File: src/rtl/arctan_series_evaluator_core_defines.svh
// Assertion macros shared by the arctan series evaluator RTL.
`ifndef ARCTAN_SERIES_EVALUATOR_CORE_DEFINES_SVH
`define ARCTAN_SERIES_EVALUATOR_CORE_DEFINES_SVH

// Same-cycle implication, disabled while reset is asserted.
`define ATSE_ASSERT_SAME(label, clk, rst_n, ante, cons, msg) \
  label: assert property (@(posedge clk) disable iff (!rst_n) (ante) |-> (cons)) \
    else $error(msg);

// Next-cycle implication, disabled while reset is asserted.
`define ATSE_ASSERT_NEXT(label, clk, rst_n, ante, cons, msg) \
  label: assert property (@(posedge clk) disable iff (!rst_n) (ante) |=> (cons)) \
    else $error(msg);

`endif

File: src/rtl/atse_pkg.sv
package atse_pkg;

  // Field widths of the argument, the results and the term count register.
  localparam int unsigned XW      = 32;
  localparam int unsigned MAG_W   = 31;
  localparam int unsigned FRAC_W  = 30;
  localparam int unsigned TC_W    = 6;
  localparam int unsigned ACC_W   = 34;

  // Default for the term limit and reset value of the term count.
  localparam int unsigned MAX_TERMS_DEF = 32;
  localparam logic [TC_W-1:0] TC_RESET  = 6'd8;

  // One in Q1.30.
  localparam logic [MAG_W-1:0] ONE_Q30 = 31'h4000_0000;

  // Cycle count of one restoring division, one quotient bit per cycle.
  localparam int unsigned CNT_W = 5;
  localparam logic [CNT_W-1:0] DIV_LAST = 5'd30;

  // Sequencer states.
  typedef enum logic [2:0] {
    S_IDLE,
    S_SQ,
    S_LOAD,
    S_DIV,
    S_OUT
  } state_t;

endpackage

File: src/rtl/atse_in_if.sv
// Argument channel.
interface atse_in_if;
  logic                            valid;
  logic                            ready;
  logic signed [atse_pkg::XW-1:0]  x_value;

  modport source (output valid, output x_value, input ready);
  modport sink (input valid, input x_value, output ready);
endinterface

File: src/rtl/atse_out_if.sv
// Result channel.
interface atse_out_if;
  logic                              valid;
  logic                              ready;
  logic signed [atse_pkg::XW-1:0]    approximation;
  logic        [atse_pkg::MAG_W-1:0] remainder_bound;

  modport source (output valid, output approximation, output remainder_bound, input ready);
  modport sink (input valid, input approximation, input remainder_bound, output ready);
endinterface

File: src/rtl/arctan_series_evaluator_core.sv
// Sequence: an accepted argument passes S_SQ, then S_LOAD and S_DIV for each of the n terms
// and for the bound, then S_OUT, where n = min(term_count, MAX_TERMS).
// A new argument is taken only once the previous result is in the output register,
// later if an older result still waits there.
// Each term and the bound take one multiplier step and a bit-serial division.
// Reset (rst_n, synchronous, active low) clears the sequencer, the output valid flag, term_count=8.
`include "arctan_series_evaluator_core_defines.svh"

module arctan_series_evaluator_core #(
  parameter int unsigned MAX_TERMS = atse_pkg::MAX_TERMS_DEF
) (
  input  logic                        clk,
  input  logic                        rst_n,
  atse_in_if.sink                     in_ch,
  atse_out_if.source                  out_ch,
  input  logic                        cfg_we,
  input  logic [atse_pkg::TC_W-1:0]   cfg_wdata
);

  localparam int unsigned K_W   = $clog2(MAX_TERMS + 1);
  localparam int unsigned DIV_W = K_W + 1;
  localparam int unsigned MW    = atse_pkg::MAG_W;

  atse_pkg::state_t state_r, state_nxt;

  logic [atse_pkg::TC_W-1:0]       cfg_r;
  logic                            out_valid_r, out_valid_nxt;
  logic                            neg_r, neg_nxt;
  logic [MW-1:0]                   mag_r, mag_nxt;
  logic [MW-1:0]                   s2_r, s2_nxt;
  logic [MW-1:0]                   p_r, p_nxt;
  logic [K_W-1:0]                  k_r, k_nxt;
  logic [K_W-1:0]                  n_r, n_nxt;
  logic signed [atse_pkg::ACC_W-1:0] acc_r, acc_nxt;
  logic [MW-1:0]                   quo_r, quo_nxt;
  logic [DIV_W-1:0]                rem_r, rem_nxt;
  logic [atse_pkg::CNT_W-1:0]      cnt_r, cnt_nxt;
  logic                            last_r, last_nxt;
  logic signed [atse_pkg::XW-1:0]  approx_r, approx_nxt;
  logic [MW-1:0]                   bound_r, bound_nxt;

  logic [atse_pkg::XW-1:0]         abs_x;
  logic [MW-1:0]                   mul_a, mul_b, mul_q;
  logic [2*MW-1:0]                 prod;
  logic [DIV_W-1:0]                divisor;
  logic [DIV_W:0]                  trial;
  logic                            qbit;
  logic signed [atse_pkg::ACC_W-1:0] term_s, res_s;

  assign in_ch.ready           = (state_r == atse_pkg::S_IDLE);
  assign out_ch.valid          = out_valid_r;
  assign out_ch.approximation  = approx_r;
  assign out_ch.remainder_bound = bound_r;

  // Magnitude of the argument; the clamp to one is applied when it is loaded in S_IDLE.
  assign abs_x = in_ch.x_value[atse_pkg::XW-1] ? (~in_ch.x_value + 1'b1) : in_ch.x_value;

  // Shared multiplier: x squared first, then each next odd power.
  assign mul_a = (state_r == atse_pkg::S_SQ) ? mag_r : p_r;
  assign mul_b = (state_r == atse_pkg::S_SQ) ? mag_r : s2_r;
  assign prod  = (2*MW)'(mul_a) * (2*MW)'(mul_b);
  assign mul_q = prod[atse_pkg::FRAC_W +: MW];

  // One restoring division step by the odd divisor 2k+1.
  assign divisor = {k_r, 1'b1};
  assign trial   = {rem_r, quo_r[MW-1]} - {1'b0, divisor};
  assign qbit    = ~trial[DIV_W];
  assign term_s  = $signed({{(atse_pkg::ACC_W-MW){1'b0}}, quo_nxt});
  assign res_s   = neg_r ? -acc_r : acc_r;

  // Sequencer next state and datapath.
  always_comb begin
    state_nxt     = state_r;
    out_valid_nxt = out_valid_r && !out_ch.ready;
    neg_nxt       = neg_r;
    mag_nxt       = mag_r;
    s2_nxt        = s2_r;
    p_nxt         = p_r;
    k_nxt         = k_r;
    n_nxt         = n_r;
    acc_nxt       = acc_r;
    quo_nxt       = quo_r;
    rem_nxt       = rem_r;
    cnt_nxt       = cnt_r;
    last_nxt      = last_r;
    approx_nxt    = approx_r;
    bound_nxt     = bound_r;
    case (state_r)
      atse_pkg::S_IDLE: begin
        if (in_ch.valid) begin
          neg_nxt = in_ch.x_value[atse_pkg::XW-1];
          mag_nxt = (abs_x > atse_pkg::XW'(atse_pkg::ONE_Q30)) ? atse_pkg::ONE_Q30
                                                               : abs_x[MW-1:0];
          p_nxt   = mag_nxt;
          n_nxt   = (32'(cfg_r) > 32'(MAX_TERMS)) ? K_W'(MAX_TERMS) : K_W'(cfg_r);
          k_nxt   = '0;
          acc_nxt = '0;
          state_nxt = atse_pkg::S_SQ;
        end
      end
      atse_pkg::S_SQ: begin
        s2_nxt    = mul_q;
        state_nxt = atse_pkg::S_LOAD;
      end
      atse_pkg::S_LOAD: begin
        // Start dividing p(k); unless k equals n, the next power is formed in the same cycle.
        quo_nxt  = p_r;
        rem_nxt  = '0;
        cnt_nxt  = '0;
        last_nxt = (k_r == n_r);
        if (k_r != n_r) begin
          p_nxt = mul_q;
        end
        state_nxt = atse_pkg::S_DIV;
      end
      atse_pkg::S_DIV: begin
        quo_nxt = {quo_r[MW-2:0], qbit};
        rem_nxt = qbit ? trial[DIV_W-1:0] : {rem_r[DIV_W-2:0], quo_r[MW-1]};
        cnt_nxt = cnt_r + 1'b1;
        if (cnt_r == atse_pkg::DIV_LAST) begin
          if (last_r) begin
            state_nxt = atse_pkg::S_OUT;
          end else begin
            acc_nxt   = k_r[0] ? (acc_r - term_s) : (acc_r + term_s);
            k_nxt     = k_r + 1'b1;
            state_nxt = atse_pkg::S_LOAD;
          end
        end
      end
      atse_pkg::S_OUT: begin
        if (!out_valid_r || out_ch.ready) begin
          out_valid_nxt = 1'b1;
          bound_nxt     = quo_r;
          if (res_s > atse_pkg::ACC_W'(32'sh7FFF_FFFF)) begin
            approx_nxt = 32'sh7FFF_FFFF;
          end else if (res_s < -(atse_pkg::ACC_W'(33'sh0_8000_0000))) begin
            approx_nxt = 32'sh8000_0000;
          end else begin
            approx_nxt = res_s[atse_pkg::XW-1:0];
          end
          state_nxt = atse_pkg::S_IDLE;
        end
      end
      default: begin
        state_nxt = atse_pkg::S_IDLE;
      end
    endcase
  end

  // Control registers.
  always_ff @(posedge clk) begin
    if (!rst_n) begin
      state_r     <= atse_pkg::S_IDLE;
      out_valid_r <= 1'b0;
      cfg_r       <= atse_pkg::TC_RESET;
    end else begin
      state_r     <= state_nxt;
      out_valid_r <= out_valid_nxt;
      if (cfg_we) begin
        cfg_r <= cfg_wdata;
      end
    end
  end

  // Datapath registers.
  always_ff @(posedge clk) begin
    neg_r    <= neg_nxt;
    mag_r    <= mag_nxt;
    s2_r     <= s2_nxt;
    p_r      <= p_nxt;
    k_r      <= k_nxt;
    n_r      <= n_nxt;
    acc_r    <= acc_nxt;
    quo_r    <= quo_nxt;
    rem_r    <= rem_nxt;
    cnt_r    <= cnt_nxt;
    last_r   <= last_nxt;
    approx_r <= approx_nxt;
    bound_r  <= bound_nxt;
  end

  // Checks on the sequencer and the divider.
  `ATSE_ASSERT_SAME(a_rem_below_divisor, clk, rst_n, state_r == atse_pkg::S_DIV, rem_r < divisor, "partial remainder not below divisor")
  `ATSE_ASSERT_SAME(a_k_within_n, clk, rst_n, state_r == atse_pkg::S_LOAD || state_r == atse_pkg::S_DIV, k_r <= n_r, "term index beyond term count")
  `ATSE_ASSERT_NEXT(a_div_ends, clk, rst_n, state_r == atse_pkg::S_DIV && cnt_r == atse_pkg::DIV_LAST, state_r == atse_pkg::S_LOAD || state_r == atse_pkg::S_OUT, "division did not end after its last step")
  `ATSE_ASSERT_SAME(a_result_from_out, clk, rst_n, $rose(out_valid_r), $past(state_r) == atse_pkg::S_OUT, "result raised outside the output step")

endmodule

File: src/flat_wrapper.sv
// flat-port wrapper written by rule: the top's interface ports become plain ports
module arctan_series_evaluator_core_flat 
#(
  parameter int unsigned MAX_TERMS = atse_pkg::MAX_TERMS_DEF
)
  (clk, rst_n, cfg_we, cfg_wdata, in_ch_valid, in_ch_x_value, in_ch_ready, out_ch_valid, out_ch_approximation, out_ch_remainder_bound, out_ch_ready);
  atse_in_if in_ch_i ();
  atse_out_if out_ch_i ();
  input  logic clk;
  input  logic rst_n;
  input  logic cfg_we;
  input  logic [atse_pkg::TC_W-1:0] cfg_wdata;
  input wire logic [$bits(in_ch_i.valid)-1:0] in_ch_valid;
  input wire logic [$bits(in_ch_i.x_value)-1:0] in_ch_x_value;
  output wire logic [$bits(in_ch_i.ready)-1:0] in_ch_ready;
  output wire logic [$bits(out_ch_i.valid)-1:0] out_ch_valid;
  output wire logic [$bits(out_ch_i.approximation)-1:0] out_ch_approximation;
  output wire logic [$bits(out_ch_i.remainder_bound)-1:0] out_ch_remainder_bound;
  input wire logic [$bits(out_ch_i.ready)-1:0] out_ch_ready;
  assign in_ch_i.valid = in_ch_valid;
  assign in_ch_i.x_value = in_ch_x_value;
  assign in_ch_ready = in_ch_i.ready;
  assign out_ch_valid = out_ch_i.valid;
  assign out_ch_approximation = out_ch_i.approximation;
  assign out_ch_remainder_bound = out_ch_i.remainder_bound;
  assign out_ch_i.ready = out_ch_ready;
  arctan_series_evaluator_core #(.MAX_TERMS(MAX_TERMS)) u_core (.clk(clk), .rst_n(rst_n), .in_ch(in_ch_i), .out_ch(out_ch_i), .cfg_we(cfg_we), .cfg_wdata(cfg_wdata));
endmodule
File: config.mk
export PLATFORM = sky130hd
export DESIGN_NAME = arctan_series_evaluator_core_flat
export DESIGN_NICKNAME = d
export VERILOG_FILES = /design/src/rtl/atse_pkg.sv /design/src/rtl/atse_in_if.sv /design/src/rtl/atse_out_if.sv /design/src/rtl/arctan_series_evaluator_core.sv /design/src/flat_wrapper.sv
export VERILOG_INCLUDE_DIRS = /design/src /design/src/rtl
export SDC_FILE = /design/constraint.sdc
export NUM_CORES = 2
export LEC_CHECK = 0
export BUFFER_PORTS_ARGS = -buffer_cell sky130_fd_sc_hd__buf_2
export CORE_MARGIN = 2
export CORE_UTILIZATION = 40
export DETAILED_ROUTE_END_ITERATION = 6
export MAX_ROUTING_LAYER = met4
export PLACE_DENSITY_LB_ADDON = 0.2
export SETUP_SLACK_MARGIN = 0.1
export SLEW_MARGIN = 0
export SYNTH_ARGS = -nofsm -noshare
export SYNTH_HDL_FRONTEND = slang
export SYNTH_SLANG_ARGS = --single-unit
File: constraint.sdc
create_clock -name clk -period 12.59 [get_ports clk]
set_input_delay 0.6295 -clock clk [delete_from_list [all_inputs] [get_ports clk]]
set_output_delay 0.6295 -clock clk [all_outputs]
set_load 0.01 [all_outputs]
Word level (Yosys, flattened, before mapping)
Cells that the tools add are included.
{ "op_classes": {"muxes": 29, "addsub": 7, "multipliers": 1, "n_eq_ne": 12, "n_bitwise": 2, "n_reduce_logical": 13, "magnitude_cmp": 4} }
{ "op_table": {"columns": ["cell", "count"], "rows": [
  ["34-bit two-way mux", 5],
  ["31-bit two-way mux", 5],
  ["31-bit case mux with 2 select lines", 2],
  ["34-bit case mux with 2 select lines", 1],
  ["32-bit two-way mux", 2],
  ["31-bit by 31-bit multiplier with 61-bit output", 1],
  ["34-bit by 32-bit adder with 34-bit output", 1],
  ["34-bit by 32-bit greater-than comparator with 1-bit output (second input constant)", 1],
  ["34-bit by 32-bit less-than comparator with 1-bit output (second input constant)", 1],
  ["34-bit negator", 1],
  ["34-bit by 32-bit subtractor with 34-bit output", 1],
  ["32-bit by 1-bit adder with 32-bit output (second input constant)", 1],
  ["32-bit by 31-bit greater-than comparator with 1-bit output (second input constant)", 1],
  ["32-bit inverter", 1],
  ["6-bit two-way mux", 3],
  ["3-bit case mux with 5 select lines", 1],
  ["7-bit case mux with 2 select lines", 1],
  ["3-bit two-way mux", 4],
  ["6-bit case mux with 2 select lines", 1],
  ["5-bit case mux with 2 select lines", 1],
  ["8-bit by 7-bit subtractor with 8-bit output", 1],
  ["7-bit two-way mux", 1],
  ["6-bit by 1-bit adder with 6-bit output (second input constant)", 1],
  ["3-bit by 2-bit equality test with 1-bit output (second input constant)", 2],
  ["19 further kinds", 28]
]} }
{ "word_totals": {"out_inout_bits": 65, "register_bits": 257, "input_bits": 43, "word_cells": 84} }

Longest topological paths before layout
{ "depth": {"word_depth": 8, "depth_mapped": 37, "depth_no_buf": 32} }

Least setup slack after synthesis
OpenSTA, ideal clock, no wires.
{ "synth_path": {"path_kind": "register to register", "start": "register u_core.state_r[0]", "end": "register u_core.p_r[22] (data pin)", "setup_time_ns": 0.260, "path_buffers": 5, "path_stages_with_launch": 35, "arrival_ns": 9.648, "path_slack_ns": 2.682, "required_ns": 12.330, "period_less_slack_ns": 9.908, "path_cell_list": "dfxtp_1 clkbuf_1 or3b_2 clkbuf_1 inv_1 clkbuf_1 clkbuf_1 nand2_1 nand2_1 clkbuf_1 nand2_1 fa_1 inv_1 fa_1 fa_1 inv_1 fa_1 inv_1 fa_1 fa_1 fa_1 inv_1 fa_1 inv_1 ha_1 a21oi_1 o21ai_0 nor3b_1 a21oi_1 and3_1 a221oi_1 a21oi_1 or2_2 xor2_1 mux2_2"} }
{ "synth_between": {"elab_chain_len": 5, "elab_cells_between_ends": 8, "cone_classes": "1 x mul; 2 x eq/ne; 4 x mux; 1 x reduce/logical"} }
{ "synth_lines": {"columns": ["item", "line_no", "source"], "rows": [
  ["start: declaration", "arctan_series_evaluator_core.sv:24", "atse_pkg::state_t state_r, state_nxt;"],
  ["start signal: assignment", "arctan_series_evaluator_core.sv:153", "state_r <= atse_pkg::S_IDLE;"],
  ["start signal: assignment", "arctan_series_evaluator_core.sv:157", "state_r <= state_nxt;"],
  ["3-bit by 1-bit equality test with 1-bit output (*)", "arctan_series_evaluator_core.sv:59, arctan_series_evaluator_core.sv:60", null],
  ["31-bit two-way mux, on equally long branches", "arctan_series_evaluator_core.sv:59, arctan_series_evaluator_core.sv:60", null],
  ["31-bit by 31-bit multiplier with 61-bit output (*)", "arctan_series_evaluator_core.sv:61", "assign prod = (2*MW)'(mul_a) * (2*MW)'(mul_b);"],
  ["via u_core.prod[52]", "arctan_series_evaluator_core.sv:44", "logic [2*MW-1:0] prod;"],
  ["31-bit two-way mux (*)", "arctan_series_evaluator_core.sv:111", "if (k_r != n_r) begin"],
  ["31-bit case mux with 2 select lines (*)", "arctan_series_evaluator_core.sv:88", "case (state_r)"],
  ["via u_core.p_nxt[22]", "arctan_series_evaluator_core.sv:31", "logic [MW-1:0] p_r, p_nxt;"],
  ["end signal: assignment", "arctan_series_evaluator_core.sv:170", "p_r <= p_nxt;"],
  ["end: declaration", "arctan_series_evaluator_core.sv:31", null]
]} }
The timed path passes the listed nets; every way through them passes the cells marked *. The select of a mux whose other input is x is not followed.
A chain may end at the register's enable or synchronous reset.

Worst setup path after layout
{ "layout_path": {"start": "register u_core.state_r[2]", "end": "register u_core.p_r[14] (data pin)"} }
Same word-level chain as after synthesis.

==> summary.txt <==
Status -> completed
R2R Setup Slk -> 1.48 ns
FF+latch area -> 7310 um^2
HP Class -> in -> reg
Clock Latency Late Sink -> 0.57 ns
Clock transition at path regs -> 0.07 ns
Crit path launch -> u_core.state_r[2]
I/O Buffers -> 107
Initial core utilization -> 0.403
Clk root buf -> clkbuf_16
Min-Delay Endpoint -> u_core.cfg_r[3]
Chip Width -> 335 um
Fin. max-slew vios -> 0
Register area share after synthesis -> 0.167
Cell Rows -> 121
Area growth syn-to-layout -> 7.82%
Yosys top cell by area -> fa_1
Largest net degree at the start of global routing -> 64
Crit-path leading delay family -> adder cells
Period utilization -> 0.882
CP peak stage delay -> 0.77 ns
Number of DRC markers in iteration 0 -> 2,908
Crit path time final -> 11.11 ns
Worst Path Required -> 12.91 ns
DIE AREA -> 112,000 um^2
Via/cell ratio -> 5.41
Post-DRT Antenna Nets -> 0
Crit path arrival time -> 11.43 ns
Final HPWL DP -> 118,000 um
Clock sinks -> 257
Final setup TNS -> 0 ns
Postcts setup bufs -> 0
Distinct cell type count after synthesis -> 74
Yosys Warn Count -> 0
Crit Reg-Reg Startpoint -> u_core.state_r[2]
Wire per inst -> 23.5 um
Unrepaired setup endpoints after global routing -> false
CTS H-tree depth -> 1
Worst slew pin tran -> 1.45 ns
Ys flop type -> edfxtp_1
Vias in the first global route -> 34,776
Clk buf depth -> 3
EDFF count, synth -> 216
Initial antenna violation count -> 8
Nature of the critical path endpoint -> register
Hold slack -> 0.276 ns
Hold Path Origin -> cfg_wdata[3]
Syn Nets -> 5,955
Worst setup SP type -> register
Die H -> 335 um
Nets -> 5,988
Multi-input logic area -> 32,700 um^2
Crit-path slowest cell -> a21oi_1
Mapped Avg Cell Area -> 9.16 um^2
Synth area leaders -> fa_1 (38%), edfxtp_1 (15%), ha_1 (8.3%)
Final setup fails -> 0
Share of layout cells above drive strength 1 -> 0.0806
CTS tree -> built
TritonCTS Buffers -> 27
Routability cong. -> 0.942
Drt first pass iters -> 6
CTS resizes -> 0
Max-cap violations -> 0
Post-Route WL -> 147,000 um
Most used cell, CP -> fa_1
First-pass GRT wire length -> 222,000 um
Total grt overflow -> 0
WS Path Type -> reg -> reg
Post-Synthesis Cells -> 4,784
Synthesized flop and latch total -> 257
Max Clock Skew -> 0.0280 ns
Hold-fix buffers, CTS -> 0
Worst path bufs/invs -> 7
Hold Vio Cnt, Final -> 0
FF-to-FF End -> u_core.p_r[14]
DRC -> 0
Mapped cell area -> 43,800 um^2
Reg2Reg Depth -> 30
Fraction of registers with async set/reset -> 0
Via count -> 33,856
GRT Total Usage -> 0.274
Fill cells -> 10,779
Hold Path Depth -> 3
I/O pins -> 108
Fmax -> 90.0 MHz
Core area -> 109,000 um^2
Post-synth top area share -> 0.382
CP Max Fanout -> 48
Slew headroom -> 0.0345
worst max path at each step:
| stage | cells past startpoint | to | slack [ns] |
|---|---|---|---|
| after floorplan | 34 | u_core.p_r[22] | 2.68 |
| after global routing | 31 | u_core.p_r[14] | 0.94 |
| after detailed placement | 31 | u_core.p_r[14] | 1.69 |
| after global placement | 31 | u_core.p_r[14] | 1.80 |
| after CTS | 31 | u_core.p_r[14] | 1.64 |
| final | 30 | u_core.p_r[14] | 1.48 |
layout make-up:
type	instances	area share
multi-input cells	3473	0.693
flip-flops and latches	257	0.155
inverters	845	0.0671
well taps	1414	0.0374
repair buffers	213	0.0282
clock buffers	27	0.0143
clock inverters	23	0.00516
diodes	5	0.000265
state kept, by name, summed over array words and instances (netlist names):
signal and count:
u_core.acc_r 34, u_core.out_ch.valid 1, u_core.last_r 1, u_core.k_r 6, u_core.n_r 6, u_core.quo_r 31
u_core.p_r 31, u_core.rem_r 7, u_core.neg_r 1, u_core.cnt_r 5, u_core.cfg_r 6, u_core.mag_r 31
u_core.out_ch.approximation 32, u_core.out_ch.remainder_bound 31, u_core.s2_r 31, u_core.state_r 3
layer usage:
metal,global-route usage,vias to the layer above,share of wire
li1,-,14906,-
met1,0.364,17283,0.42
met2,0.428,1338,0.46
met3,0.0423,329,0.076
met4,0.0944,0,0.046
met5,-,-,0
tightest hold or removal path, cell delays in order:
cell	delay [ns]
buf_2	0.07
mux2i_1	0.05
nand2_1	0.06
synthesized netlist by cell type, types with 42 or more instances:
master	count
a21oi_1	168
clkbuf_1	188
edfxtp_1	216
fa_1	837
ha_1	291
inv_1	844
mux2i_1	42
nand2_1	706
nor2_1	668
o21ai_0	80
xnor2_1	89
xor2_1	87
stage by stage:
stage	worst slack, ns	cell area [um^2]	utilization	instances
after floorplan	2.68	43800	-	4784
after detailed placement	1.69	46300	0.426	6202
after global placement	1.80	46300	0.426	6202
after global routing	0.937	47300	0.435	6256
after CTS	1.64	47200	0.435	6252
final	1.48	47300	0.435	6257
layout by cell type, fill, tap and decap left out, drive strengths merged, types with 5 or more instances in the layout:
master  count
a211oi     12
a21o       41
a21oi     169
a31oi      21
a41oi       5
and2       37
and3       17
buf       213
clkbuf     27
clkinv     13
dfxtp      41
diode       5
edfxtp    216
fa        837
ha        291
inv       848
mux2       40
mux2i      42
nand2     706
nand2b     18
nand3      24
nand4      17
nor2      668
nor2b      30
nor3       37
nor4        9
o211ai      7
o21a       16
o21ai     113
o21bai      7
o31ai      26
o41ai      14
or2         6
or3        22
or4        12
xnor2      89
xor2       87
kinds of logic (layout without fill, tap and decap cells):
group / Yosys count / count (layout) / synth area share
AO/OA/AOI/OAI: 470 / 470 / 0.0687
XOR/XNOR: 176 / 176 / 0.0352
adder cells (fa/ha/maj): 1128 / 1128 / 0.465
buffers and inverters: 1054 / 1108 / 0.0919
flip-flops: 257 / 257 / 0.167
multiplexers: 82 / 82 / 0.0199
other: 0 / 5 / 0
AND/OR/NAND/NOR: 1617 / 1617 / 0.152
Power is not shown: default switching activity piles up to over one toggle a cycle in this logic, so the estimate is an artifact.
